`config.mk`:
```
export PLATFORM = sky130hd
export DESIGN_NAME = cau_front_flat
export DESIGN_NICKNAME = d
export VERILOG_FILES = /design/src/hdl/cau_pkg.sv /design/src/hdl/cau_if.sv /design/src/hdl/cau_front.sv /design/src/flat_wrapper.sv
export SDC_FILE = /design/constraint.sdc
export NUM_CORES = 1
export LEC_CHECK = 0
export BUFFER_PORTS_ARGS = -buffer_cell sky130_fd_sc_hd__buf_2
export CAP_MARGIN = 20
export CORE_AREA = 2 2 55 57
export DETAILED_ROUTE_END_ITERATION = 10
export DIE_AREA = 0 0 57 59
export PLACE_DENSITY = 0.9
export SYNTH_ARGS = -nofsm -noshare
export SYNTH_HDL_FRONTEND = slang
export SYNTH_SLANG_ARGS = --single-unit
```
`constraint.sdc`:
```
create_clock -name vclk -period 0.8
set_input_delay 0.04 -clock vclk [all_inputs]
set_output_delay 0.04 -clock vclk [all_outputs]
set_load 0.05 [all_outputs]
```
`src/hdl/cau_pkg.sv`:
```
// Shared constants, codes and types of the complex arithmetic unit.
package cau_pkg;

    localparam int DATA_WIDTH_DEF = 16;
    localparam int FRAC_BITS_DEF  = 8;
    localparam int QUEUE_DEPTH    = 4;

    typedef enum logic [1:0] {
        OP_ADD = 2'd0,
        OP_SUB = 2'd1,
        OP_MUL = 2'd2,
        OP_DIV = 2'd3
    } t_op;

    typedef enum logic [1:0] {
        ST_OK  = 2'd0,
        ST_SAT = 2'd1,
        ST_DZ  = 2'd2
    } t_status;

    // Classification of one beat, made by the front end
    typedef struct packed {
        t_op  op;
        logic div_zero;
    } t_class;

endpackage

```
`src/hdl/cau_if.sv`:
```
// Valid/ready channel interfaces for operand and result beats.
interface cau_in_if #(parameter int W = 16);
    logic                valid;
    logic                ready;
    logic [1:0]          operation;
    logic signed [W-1:0] a_real;
    logic signed [W-1:0] a_imag;
    logic signed [W-1:0] b_real;
    logic signed [W-1:0] b_imag;

    modport source (output valid, operation, a_real, a_imag, b_real, b_imag, input ready);
    modport sink   (input valid, operation, a_real, a_imag, b_real, b_imag, output ready);
endinterface


```
`src/hdl/cau_front.sv`:
```
// Front end: takes operand beats and classifies them for the queue.
module cau_front
    import cau_pkg::*;
#(
    parameter int W = DATA_WIDTH_DEF
) (
    cau_in_if.sink              i_in,
    input  logic                i_full,
    output logic                o_push,
    output t_class              o_cls,
    output logic signed [W-1:0] o_ar,
    output logic signed [W-1:0] o_ai,
    output logic signed [W-1:0] o_br,
    output logic signed [W-1:0] o_bi
);

    // Handshake: take a beat whenever the queue has room
    assign i_in.ready = !i_full;
    assign o_push     = i_in.valid && !i_full;

    // Classification: operation and zero divisor
    always_comb begin
        o_cls.op       = t_op'(i_in.operation);
        o_cls.div_zero = (t_op'(i_in.operation) == OP_DIV) &&
                         (i_in.b_real == '0) && (i_in.b_imag == '0);
    end

    assign o_ar = i_in.a_real;
    assign o_ai = i_in.a_imag;
    assign o_br = i_in.b_real;
    assign o_bi = i_in.b_imag;

endmodule

```
`src/flat_wrapper.sv`:
```
// flat-port wrapper written by rule: the top's interface ports become plain ports
module cau_front_flat import cau_pkg::*;
#(
    parameter int W = DATA_WIDTH_DEF
)
  (i_full, o_push, o_cls, o_ar, o_ai, o_br, o_bi, i_in_valid, i_in_operation, i_in_a_real, i_in_a_imag, i_in_b_real, i_in_b_imag, i_in_ready);
  cau_in_if #(.W(W)) i_in_i ();
  input  logic i_full;
  output logic o_push;
  output t_class o_cls;
  output logic signed [W-1:0] o_ar;
  output logic signed [W-1:0] o_ai;
  output logic signed [W-1:0] o_br;
  output logic signed [W-1:0] o_bi;
  input wire logic [$bits(i_in_i.valid)-1:0] i_in_valid;
  input wire logic [$bits(i_in_i.operation)-1:0] i_in_operation;
  input wire logic [$bits(i_in_i.a_real)-1:0] i_in_a_real;
  input wire logic [$bits(i_in_i.a_imag)-1:0] i_in_a_imag;
  input wire logic [$bits(i_in_i.b_real)-1:0] i_in_b_real;
  input wire logic [$bits(i_in_i.b_imag)-1:0] i_in_b_imag;
  output wire logic [$bits(i_in_i.ready)-1:0] i_in_ready;
  assign i_in_i.valid = i_in_valid;
  assign i_in_i.operation = i_in_operation;
  assign i_in_i.a_real = i_in_a_real;
  assign i_in_i.a_imag = i_in_a_imag;
  assign i_in_i.b_real = i_in_b_real;
  assign i_in_i.b_imag = i_in_b_imag;
  assign i_in_ready = i_in_i.ready;
  cau_front #(.W(W)) u_core (.i_in(i_in_i), .i_full(i_full), .o_push(o_push), .o_cls(o_cls), .o_ar(o_ar), .o_ai(o_ai), .o_br(o_br), .o_bi(o_bi));
endmodule
```
==> impl_metrics.csv <==
group,metric,value,unit
global_route,grt_max_degree,3,
worst_setup_path,critPathLaunch,"i_in_b_real[5]",
min_path,hold_path_class,"in2out",
floorplan,dieHeight,59,um
global_route,grt_antenna_before_repair,0,
final_layout,drive_above_1_share,94.6,%
final_layout,area_growth_syn_to_layout,18.5,%
detailed_routing,drc,0,
placement,place_congestion,0.573,
sta,fmax,974,MHz
detailed_routing,ant_nets,0,
detailed_routing,drt_iter0_drc,11,
floorplan,ios,137,
power,swShare,71.4,%
global_route,grt_pass1_wl,1.93,mm
detailed_routing,wl_met1,402,um
floorplan,dieArea,3360,um2
placement,port_buffers,73,
yosys,yosys_warnings,0,
yosys,synth_cells,82,
status,violations,"negative setup slack",
worst_setup_path,required,0.76,ns
floorplan,core,2710,um2
power,cell_internal_pwr,0.185,mW
clock_tree,post_cts_buffers,0,
worst_setup_path,crit_type,"in2out",
status,status,"complete, but fails checks",
worst_setup_path,start_kind,"input port",
floorplan,fp.dieW,57,um
yosys,ys_seq_area_share,0,%
final_layout,nFlopsAndLatches,0,
final_layout,antenna_cells,0,
power,powerDensity,917,nW/um2
detailed_routing,wl,1.47,mm
sta,tns,-0.227,ns
power,clockPowerShare,0,%
sta,hold_slack,0.0800,ns
final_layout,n_clock_buffer,0,
job,maxCapViolCount,0,
power,peakVddDrop,0.331,mV
yosys,synth_area_leaders,"buf_4 83%, nor4_1 6.3%, nor4_2 4.2%",
sta,final_max_slew_viol_count,0,
final_layout,regArea,0,um2
sta,slew_headroom,82.1,%
sta,setup_ws,-0.227,ns
sta,worstMarginPinSlew,0.271,ns
sta,period_needed,1.03,ns
final_layout,layout.nets,163,
detailed_routing,wl_met3,250,um
detailed_routing,viasPerCell,4.07,
detailed_routing,vias,505,
yosys,synth_fp_nets,150,
yosys,syn_avg_cell_area,7.25,um2
floorplan,start_util,21.9,%
yosys,synth.distinct_cells,9,
floorplan,floorplan.rows,19,
final_layout,final_cells,124,
placement,dpl.cell_count,124,
sta,finalSetupViolations,1,
global_route,grt_pass1_vias,428,
global_route,track_usage,7.22,%
detailed_routing,drtPass1Iterations,4,
yosys,synth_top_area_share,83.4,%
detailed_routing,wl_met2,742,um
power,switchingPower,0.461,mW
yosys,syn_area,594,um2
detailed_routing,routedWlPerCell,11.9,um
global_route,overflow,0,
worst_setup_path,cp.arrival,0.99,ns
power,fin_total_pwr,0.646,mW
power,p_comb_share,100.0,%
power,seqPwrFrac,0,%
final_layout,final_core_util,26.0,%
min_path,hold_start,"i_in_a_real[10]",
worst_setup_path,worst_setup_path_end_kind,"output pin",
detailed_routing,routed.top_layer,"met4",
sta,rsz0062_at_grt,"yes",
sta,finalCritPeriodShare,128,%
sta,final-hold-violation-count,0,
yosys,synth_largest_area_cell,"buf_4",
worst_setup_path,worstPathMaxFanout,2,
power,p_leak,0.375,nW
[through the flow]
step                      setup slack, ns  area [um2]
after floorplan                    -0.303         624
after global placement             -0.374         563
after detailed placement           -0.391         563
after CTS                          -0.257         648
after global routing               -0.320         704
final                              -0.227         704
[worst max-delay path, cell delays in order]
cell and delay (ns):
buf_6 0.10, nor4_4 0.26, nand2_2 0.10, nor4_4 0.29, buf_6 0.19
[power groups by stage]
stage / logic [mW] / registers, mW / clock network (mW)
2_1_floorplan: 0.924 / 0 / 0
3_3_place_gp: 0.580 / 0 / 0
3_5_place_dp: 0.584 / 0 / 0
4_1_cts: 0.619 / 0 / 0
5_1_grt: 0.669 / 0 / 0
6_report: 0.646 / 0 / 0
[per-layer routing]
| metal | GRT usage (%) | vias up |
|---|---|---|
| met5 | 0 | - |
| met3 | 1.97 | 12 |
| li1 | - | 221 |
| met1 | 7.28 | 210 |
| met2 | 13.3 | 62 |
| met4 | 4.32 | 0 |
[final cells by class]
type	instances	area, um2
fill	302	2010
multi-input combinational	15	204
tap	31	38.8
inverter	1	3.75
timing repair buffer	77	458
[kinds of logic (layout without fill, tap and decap cells)]
logic type | after synthesis | count (layout) | synth area share (%)
AND/OR/NAND/NOR | 15 | 15 | 16.0
buffers and inverters | 67 | 78 | 84.0
[cell usage in the layout (no fill, tap or decap), drive strengths merged]
cell type / instances
buf: 77
nor4: 8
nor2: 2
nand2: 2
nand3: 1
nand4: 1
nor2b: 1
inv: 1
[synthesized netlist by cell type, drive strengths merged]
master	n
nor2	2
nor2b	1
nand3	1
nand2	2
inv	1
buf	66
nand4	1
nor4	8
[what timing repair did]
action | 4_1_cts | 5_1_grt
hold buffers | 0 | 0
pin swaps | 9 | 5
gates resized for setup | 15 | 11
endpoints found under the setup margin | 1 | 1
[final timing paths]
| check | slack (ns) | end | depth (start not counted) |
|---|---|---|---|
| max | -0.23 | o_cls[0] | 5 |
| min | 0.08 | o_ar[10] | 0 |
(Power assumes the default switching activity.)
