==> config.mk <==
export PLATFORM = sky130hd
export DESIGN_NAME = cau_fifo
export DESIGN_NICKNAME = d
export VERILOG_FILES = /design/src/hdl/cau_pkg.sv /design/src/hdl/cau_fifo.sv
export SDC_FILE = /design/constraint.sdc
export NUM_CORES = 1
export LEC_CHECK = 0
export ABC_AREA = 0
export BUFFER_PORTS_ARGS = -buffer_cell sky130_fd_sc_hd__buf_2
export CAP_MARGIN = 20
export CELL_PAD_IN_SITES_DETAIL_PLACEMENT = 0
export CELL_PAD_IN_SITES_GLOBAL_PLACEMENT = 1
export CORE_MARGIN = 1
export CORE_UTILIZATION = 47
export DETAILED_ROUTE_END_ITERATION = 10
export PLACE_DENSITY = 0.74
export SLEW_MARGIN = 20
export SYNTH_ARGS = -nofsm -noshare
export SYNTH_HDL_FRONTEND = slang
export SYNTH_SLANG_ARGS = --single-unit
==> constraint.sdc <==
create_clock -name i_clk -period 1.9 [get_ports i_clk]
set_clock_uncertainty 0.15 [all_clocks]
set_input_delay 0 -clock i_clk [delete_from_list [all_inputs] [get_ports i_clk]]
set_output_delay 0 -clock i_clk [all_outputs]
set_load 0.1 [all_outputs]
==> src/hdl/cau_pkg.sv <==
// Shared constants, codes and types of the complex arithmetic unit.
package cau_pkg;

    localparam int DATA_WIDTH_DEF = 16;
    localparam int FRAC_BITS_DEF  = 8;
    localparam int QUEUE_DEPTH    = 4;

    typedef enum logic [1:0] {
        OP_ADD = 2'd0,
        OP_SUB = 2'd1,
        OP_MUL = 2'd2,
        OP_DIV = 2'd3
    } t_op;

    typedef enum logic [1:0] {
        ST_OK  = 2'd0,
        ST_SAT = 2'd1,
        ST_DZ  = 2'd2
    } t_status;

    // Classification of one beat, made by the front end
    typedef struct packed {
        t_op  op;
        logic div_zero;
    } t_class;

endpackage

==> src/hdl/cau_fifo.sv <==
// Short queue between the front end and the arithmetic pipeline.
module cau_fifo
    import cau_pkg::*;
#(
    parameter int EW    = 8,
    parameter int DEPTH = QUEUE_DEPTH
) (
    input  logic          i_clk,
    input  logic          i_rst_n,
    input  logic          i_push,
    input  logic [EW-1:0] i_wdata,
    input  logic          i_pop,
    output logic [EW-1:0] o_rdata,
    output logic          o_full,
    output logic          o_empty
);

    localparam int PW = (DEPTH > 1) ? $clog2(DEPTH) : 1;
    localparam int CW = $clog2(DEPTH + 1);

    logic [EW-1:0] r_mem [0:DEPTH-1];
    logic [PW-1:0] r_wp, n_wp, r_rp, n_rp;
    logic [CW-1:0] r_cnt, n_cnt;

    // Pointer and count update
    always_comb begin
        n_wp  = r_wp;
        n_rp  = r_rp;
        n_cnt = r_cnt;
        if (i_push) begin
            n_wp = (r_wp == PW'(DEPTH - 1)) ? '0 : r_wp + 1'b1;
        end
        if (i_pop) begin
            n_rp = (r_rp == PW'(DEPTH - 1)) ? '0 : r_rp + 1'b1;
        end
        if (i_push && !i_pop) begin
            n_cnt = r_cnt + 1'b1;
        end else if (!i_push && i_pop) begin
            n_cnt = r_cnt - 1'b1;
        end
    end

    always_ff @(posedge i_clk) begin
        if (!i_rst_n) begin
            r_wp  <= '0;
            r_rp  <= '0;
            r_cnt <= '0;
        end else begin
            r_wp  <= n_wp;
            r_rp  <= n_rp;
            r_cnt <= n_cnt;
        end
    end

    // Storage
    always_ff @(posedge i_clk) begin
        if (i_push) begin
            r_mem[r_wp] <= i_wdata;
        end
    end

    assign o_rdata = r_mem[r_rp];
    assign o_full  = (r_cnt == CW'(DEPTH));
    assign o_empty = (r_cnt == '0);

endmodule

==> results of run 1 <==
-- final timing paths --
kind / endpoint / slack (ns) / cells after the start
setup / recovery: o_rdata[5] / 0.08 / 3
setup reg to reg: r_cnt[2] / 0.26 / 4
hold reg to reg: flip-flop / 0.41 / 2
hold / removal: r_mem[2][0] / 0.26 / 2
-- per-stage QoR --
stage | utilization | cells | total power, mW
after CTS | 0.625 | 170 | 2.07
after global placement | 0.563 | 150 | 1.51
after global routing | 0.633 | 171 | 2.15
after detailed placement | 0.563 | 150 | 1.52
final | 0.633 | 171 | 2.06
after floorplan | - | 86 | 1.44
-- worst max-delay path: cells and delay by family, from the launching register on --
| kind | cells | cell delay [ns] |
|---|---|---|
| buffers and inverters | 2 | 0.49 |
| flip-flops | 1 | 0.32 |
| multiplexers | 1 | 0.52 |
-- area by class of cell --
cell class	count	area, µm²	share of cell area
Tap cell	44	55.1	0.0276
Timing Repair Buffer	35	253	0.127
Clock buffer	6	41.3	0.0207
Inverter	4	15.0	0.00752
Sequential cell	41	1140	0.571
Clock inverter	2	33.8	0.0169
Multi-Input combinational cell	39	458	0.229
-- routing by layer --
layer,GRT usage,vias to the layer above,wire (µm)
met1,0.198,416,1130
li1,-,405,-
met4,0.0584,0,23
met2,0.309,19,1400
met5,0,-,0
met3,0.0405,4,111
-- kinds of logic after synthesis --
logic type,count (synthesis),share of synthesized area
flops,41,0.706
simple gates,15,0.0558
mux,12,0.136
fa+ha+maj,7,0.0589
buf+inv,6,0.0194
compound gates,3,0.0124
xor+xnor,2,0.0108
-- placed cells by master (no fill, tap or decap), drive strengths merged --
cell / instances
edfxtp: 32
buf: 18
dlygate4sd3: 12
clkbuf: 11
dfxtp: 9
mux4: 8
ha: 6
and2: 5
nor2b: 5
mux2i: 4
inv: 4
nor3: 2
nor3b: 1
xnor2: 1
nor2: 1
o21a: 1
xor2: 1
o21ai: 1
or3: 1
a21boi: 1
fa: 1
bufinv: 1
clkinv: 1
-- power by group through the flow --
stage          logic [mW]  registers [mW]  clock network [mW]
2_1_floorplan       0.377            1.06                   0
3_3_place_gp        0.437            1.07                   0
3_5_place_dp        0.445            1.08                   0
4_1_cts             0.467            1.06               0.544
5_1_grt             0.506            1.06               0.582
6_report            0.476            1.05               0.533
-- flip-flops by register name (all words and copies together) (netlist names), named ones only --
signal  flops
r_cnt       3
r_mem      32
r_rp        2
r_wp        2
-- repair_timing --
action / CTS / global route
setup endpoints to repair: 0 / 6
buffers inserted: 0 / 1
hold buffers: 12 / 0
hold endpoints to repair: 41 / 0
gates resized for setup: 0 / 8
==> summary.md, run 1 <==
| Metric | Value |
|---|---|
| First-pass GRT wire length | `roughly 4.3 mm` |
| Fin. Hold Viols | `0` |
| Post-synth top area share | `0.595` |
| Worst-case clock buffer depth | `2` |
| Starting Density | `0.512` |
| Sequential area share after synthesis | `0.706` |
| 1st-iter DRT viols | `11` |
| Avg WL per Cell | `15.6 µm` |
| Syn Inst Count | `86` |
| Slew Viols, Final | `0` |
| Top cells by area, synth | `edfxtp_1 59%, dfxtp_1 11%, mux4_2 11%, ha_1 4.6%, mux2i_1 2.5%` |
| Final WS setup | `between 0.08 and 0.09 ns` |
| CP Cell Sequence | `buf_4 > mux4_2 > clkbuf_4` |
| DRC | `0` |
| Net Sw Frac | `0.307` |
| Ys flop type | `edfxtp_1` |
| CTS tree | `done` |
| Core area | `about 3200 µm²` |
| TritonCTS Buffers | `5` |
| GRT Total Usage | `0.171` |
| Final #Nets | `145` |
| Clock power frac | `0.258` |
| Area grow syn2layout | `23.6%` |
| Post-Synthesis Cell Area | `between 1500 and 2000 µm²` |
| Worst slack, placed | `between 0.2 and 0.25 ns` |
| Setup Total Neg Slack | `0 ns` |
| I/O pin count | `22` |
| WHS | `between 0.2 and 0.3 ns` |
| Area post-placement | `between 1500 and 2000 µm²` |
| Status | `finished, final reports clean` |
| Pre-antenna DRT Iters | `4` |
| Comb power frac | `0.231` |
| Avg Vias per Cell | `a little under 5` |
| Design area | `around 2000 µm²` |
| Ys Warns | `0` |
| Leading area contributor after synthesis | `edfxtp_1` |
| Ys async rst share | `0` |
| Min Tclk post-route | `about 1.8 ns` |
| Leakage | `0.738 nW` |
| Most frequent cell after synthesis | `edfxtp_1` |
| Slowest-stage cell, CP | `mux4_2` |
| Slew headroom | `0.679` |
| Congestion Overflow GR | `0` |
| Crit. End Element | `output port` |
| HPWL Detailed | `1.81 mm` |
| Largest net degree at the start of global routing | `13` |
| CP startpoint kind | `flip-flop` |
| Switch Pwr | `between 600 and 700 µW` |
| Max frequency | `around 550 MHz` |
| Root buf cell | `clkbuf_4` |
| Register share of total power | `0.511` |
| Synth top cells by count | `32 x edfxtp_1, 9 x dfxtp_1, 8 x mux4_2` |
| WL final | `~2.7 mm` |
| Worst-Skew Late Latency | `roughly 0.33 ns` |
| H-tree Lvls | `2` |
| Critical Path RT | `between 1.5 and 2 ns` |
| CP Data Arrival Time | `1.67 ns` |
| RR Startpoint | `r_cnt[0]` |
| Syn_nets | `around 110` |
| Clk slew on worst S/H paths | `between 0.1 and 0.15 ns` |
| Final ANT Viol Nets | `0` |
| Final period util | `0.956` |
| HP Class | `primary input to flip-flop` |
| DR vias | `approximately 840` |
| Sink Count | `41` |
| Worst-Margin Slew | `between 0.4 and 0.5 ns` |
| Final setup violation count | `0` |
| Power density over the cells | `approximately 1000 nW/µm²` |
| Max Fanout on Critical Path | `8` |
| Internal power | `1.43 mW` |
| Layout cells sized above 1 | `0.331` |
| CP peak stage delay | `between 0.5 and 0.6 ns` |
| Ant. Diodes | `0` |
| Post-synth EDFFs | `32` |
| Die width | `around 61 µm` |
| Vias in the first global route | `between 900 and 1,000` |
| Max-cap violation count | `0` |
| Die Y | `slightly above 60 µm` |
| Mean post-synth cell area | `roughly 19 µm²` |
| Maximum VDD drop | `between 0.5 and 0.6 mV` |
| # port buffers | `21` |
| Num rows | `20` |
| Placer Congestion | `~0.67` |
| Initial antenna violation count | `0` |
| WS Path Type | `flip-flop to output port` |
| Synthesized flop and latch total | `41` |
| Yosys cell types | `20` |
| Min-delay src | `i_wdata[0]` |
| Fillers | `approximately 270` |
| Area of the die | `approximately 3700 µm²` |
Note: power is estimated with default switching activity, not from simulation.
==> run 2, diff against run 1 <==
--- a/config.mk
+++ b/config.mk
@@ -11,9 +11,9 @@
 export CELL_PAD_IN_SITES_DETAIL_PLACEMENT = 0
 export CELL_PAD_IN_SITES_GLOBAL_PLACEMENT = 1
 export CORE_MARGIN = 1
-export CORE_UTILIZATION = 47
+export CORE_UTILIZATION = 51
 export DETAILED_ROUTE_END_ITERATION = 10
-export PLACE_DENSITY = 0.74
+export PLACE_DENSITY = 0.79
 export SLEW_MARGIN = 20
 export SYNTH_ARGS = -nofsm -noshare
 export SYNTH_HDL_FRONTEND = slang
==> constraint.sdc (replaced) <==
create_clock -name i_clk -period 2.1 [get_ports i_clk]
set_clock_uncertainty 0.15 [all_clocks]
set_input_delay 0 -clock i_clk [delete_from_list [all_inputs] [get_ports i_clk]]
set_output_delay 0 -clock i_clk [all_outputs]
set_load 0.1 [all_outputs]
==> run 2 against run 1 <==
  * Design area fell by 2.2%
  * Non-clock buffer count did not move
  * Final cell count did not move
  * Register-to-register slack improved by 0.21 ns
  * Setup slack improved by 0.17 ns
  * Sequential share of layout area rose by 1.3 points
  * Hold slack got worse by 0.0017 ns
  * Critical endpoint is now r_cnt[2]
  * Highest routed layer unchanged
==> summary.md, run 2 (synthesis results as in run 1) <==
| Metric | Value |
|---|---|
| Fin. Hold Viols | `0` |
| Worst-Skew Late Latency | `0.33 ns` |
| Final setup violation count | `0` |
| First-pass GRT wire length | `slightly above 4 mm` |
| Congestion Overflow GR | `0` |
| Switch Pwr | `approximately 560 µW` |
| Largest regs | `r_mem (32), r_cnt (3)` |
| Largest Register | `r_mem` |
| Starting Density | `0.533` |
| GRT Total Usage | `0.180` |
| Most common cell after layout, fill and taps aside | `edfxtp_1` |
| Cell family with most CP delay | `buffers and inverters` |
| WHS Endpoint | `r_mem[1][3]` |
| Clk slew on worst S/H paths | `roughly 0.11 ns` |
| Setup Total Neg Slack | `0 ns` |
| CP Cell Sequence | `dlygate4sd3_1 > buf_2 > inv_1 > ha_1 > inv_1 > fa_1 > xor2_1 > or3_1 > a21boi_1` |
| Clock power frac | `0.206` |
| Ant. Diodes | `0` |
| Final period util | `0.881` |
| CP Data Arrival Time | `a little under 2 ns` |
| I/O pin count | `22` |
| Crit Reg-Reg Endpoint | `r_cnt[2]` |
| Worst-case clock buffer depth | `2` |
| Avg Vias per Cell | `between 4 and 5` |
| DR vias | `around 830` |
| Slew Viols, Final | `0` |
| Crit. End Element | `flip-flop` |
| Max Fanout on Critical Path | `3` |
| Internal power | `1.17 mW` |
| CTS tree | `done` |
| RSZ-0062 raised after global routing | `false` |
| Comb power frac | `0.241` |
| # port buffers | `21` |
| Min-delay src | `i_wdata[3]` |
| Num rows | `20` |
| HPWL Detailed | `roughly 1.7 mm` |
| Die width | `approximately 58 µm` |
| Avg WL per Cell | `around 15 µm` |
| Root buf cell | `clkbuf_4` |
| Register share of total power | `0.553` |
| RR Startpoint | `r_cnt[0]` |
| Pre-antenna DRT Iters | `4` |
| Final WS setup | `approximately 0.25 ns` |
| Power density over the cells | `just under 900 nW/µm²` |
| Area grow syn2layout | `20.9%` |
| Worst slack, placed | `approximately 0.49 ns` |
| Slowest-stage cell, CP | `dlygate4sd3_1` |
| Most frequent cells in the layout | `32 x edfxtp_1, 21 x buf_2, 12 x dlygate4sd3_1, 9 x dfxtp_1, 8 x mux4_2` |
| Design area | `1950 µm²` |
| # Post-CTS Setup Buffers | `0` |
| Vias in the first global route | `roughly 880` |
| Net Sw Frac | `0.324` |
| Setup slack, reg-to-reg | `roughly 0.47 ns` |
| Leakage | `~0.73 nW` |
| CP startpoint kind | `primary input` |
| H-tree Lvls | `2` |
| Final #Nets | `around 150` |
| CP peak stage delay | `roughly 0.54 ns` |
| CP most frequent cell | `inv_1` |
| 1st-iter DRT viols | `7` |
| Initial antenna violation count | `0` |
| Area post-placement | `1780 µm²` |
| Die Y | `between 50 and 60 µm` |
| Max frequency | `around 540 MHz` |
| Hold path depth | `2` |
| Min Tclk post-route | `1.85 ns` |
| Max reg flops | `32` |
| Core area | `between 3000 and 4000 µm²` |
| Worst-Margin Slew | `slightly below 0.5 ns` |
| R2R depth | `4` |
| Final ANT Viol Nets | `0` |
| Largest net degree at the start of global routing | `13` |
| Maximum VDD drop | `between 0.4 and 0.5 mV` |
| HP Class | `primary input to flip-flop` |
| Crit path buffers/inverters | `4` |
| Layout cells sized above 1 | `0.299` |
| Status | `finished, final reports clean` |
| Fillers | `between 200 and 250` |
| Sink Count | `41` |
| WL final | `around 2.5 mm` |
| Placer Congestion | `0.659` |
| Slew headroom | `0.676` |
| DRC | `0` |
| Critical Path RT | `about 2.2 ns` |
| WS Path Type | `primary input to flip-flop` |
| TritonCTS Buffers | `5` |
| Area of the die | `about 3400 µm²` |
| Max-cap violation count | `0` |
-- run 2: cell count changes in the layout (fill, tap and decap cells not counted), sizes merged --
cell    before  now
buf         18   23
bufinv       1    0
clkbuf      11    7
-- run 2: stage by stage --
| step | instances | hold WS, ns | utilization | power [mW] |
|---|---|---|---|---|
| 5_1_grt | 171 | 0.241 | 0.645 | 1.81 |
| 6_report | 171 | 0.254 | 0.645 | 1.73 |
| 2_1_floorplan | 86 | -0.0511 | - | 1.30 |
| 4_1_cts | 171 | 0.242 | 0.645 | 1.74 |
| 3_3_place_gp | 151 | 0.0619 | 0.589 | 1.37 |
| 3_5_place_dp | 151 | 0.0666 | 0.589 | 1.38 |
-- run 2: repair_timing --
action,in CTS,in global routing
resized for setup,0,0
endpoints found under the hold margin,41,0
hold buffers,12,0
-- run 2: worst max path at each step --
stage                     slack, ns  depth (start not counted)          to      start
after floorplan                0.37                          1      o_full   r_cnt[1]
after global placement         0.51                          8    r_cnt[2]      i_pop
after detailed placement       0.49                          8    r_cnt[2]      i_pop
after CTS                      0.26                          3  o_rdata[7]  flip-flop
after global routing           0.15                          9    r_cnt[2]      i_pop
final                          0.25                          9    r_cnt[2]      i_pop
-- run 2: per-layer routing --
| metal | wire, µm | GRT usage | vias to the layer above |
|---|---|---|---|
| met4 | 61 | 0.102 | 0 |
| met3 | 96 | 0.0692 | 5 |
| met1 | 1130 | 0.206 | 398 |
| met5 | 0 | 0 | - |
| li1 | - | - | 406 |
| met2 | 1220 | 0.291 | 17 |
-- run 2: power by group through the flow --
stage                     Clock [mW]  Sequential [mW]  Combinational (mW)
after CTS                      0.366            0.955               0.419
after detailed placement           0            0.974               0.401
after global placement             0            0.970               0.396
after global routing           0.406            0.961               0.441
after floorplan                    0            0.962               0.341
final                          0.356            0.954               0.416
-- run 2: layout make-up --
type,count,area (µm²),share of cell area
Clock buffer,7,45.0,0.0231
Clock inverter,1,3.75,0.00192
Inverter,4,15.0,0.00769
Multi-Input combinational cell,39,453,0.232
Sequential cell,41,1140,0.584
Tap cell,44,55.1,0.0282
Timing Repair Buffer,35,240,0.123
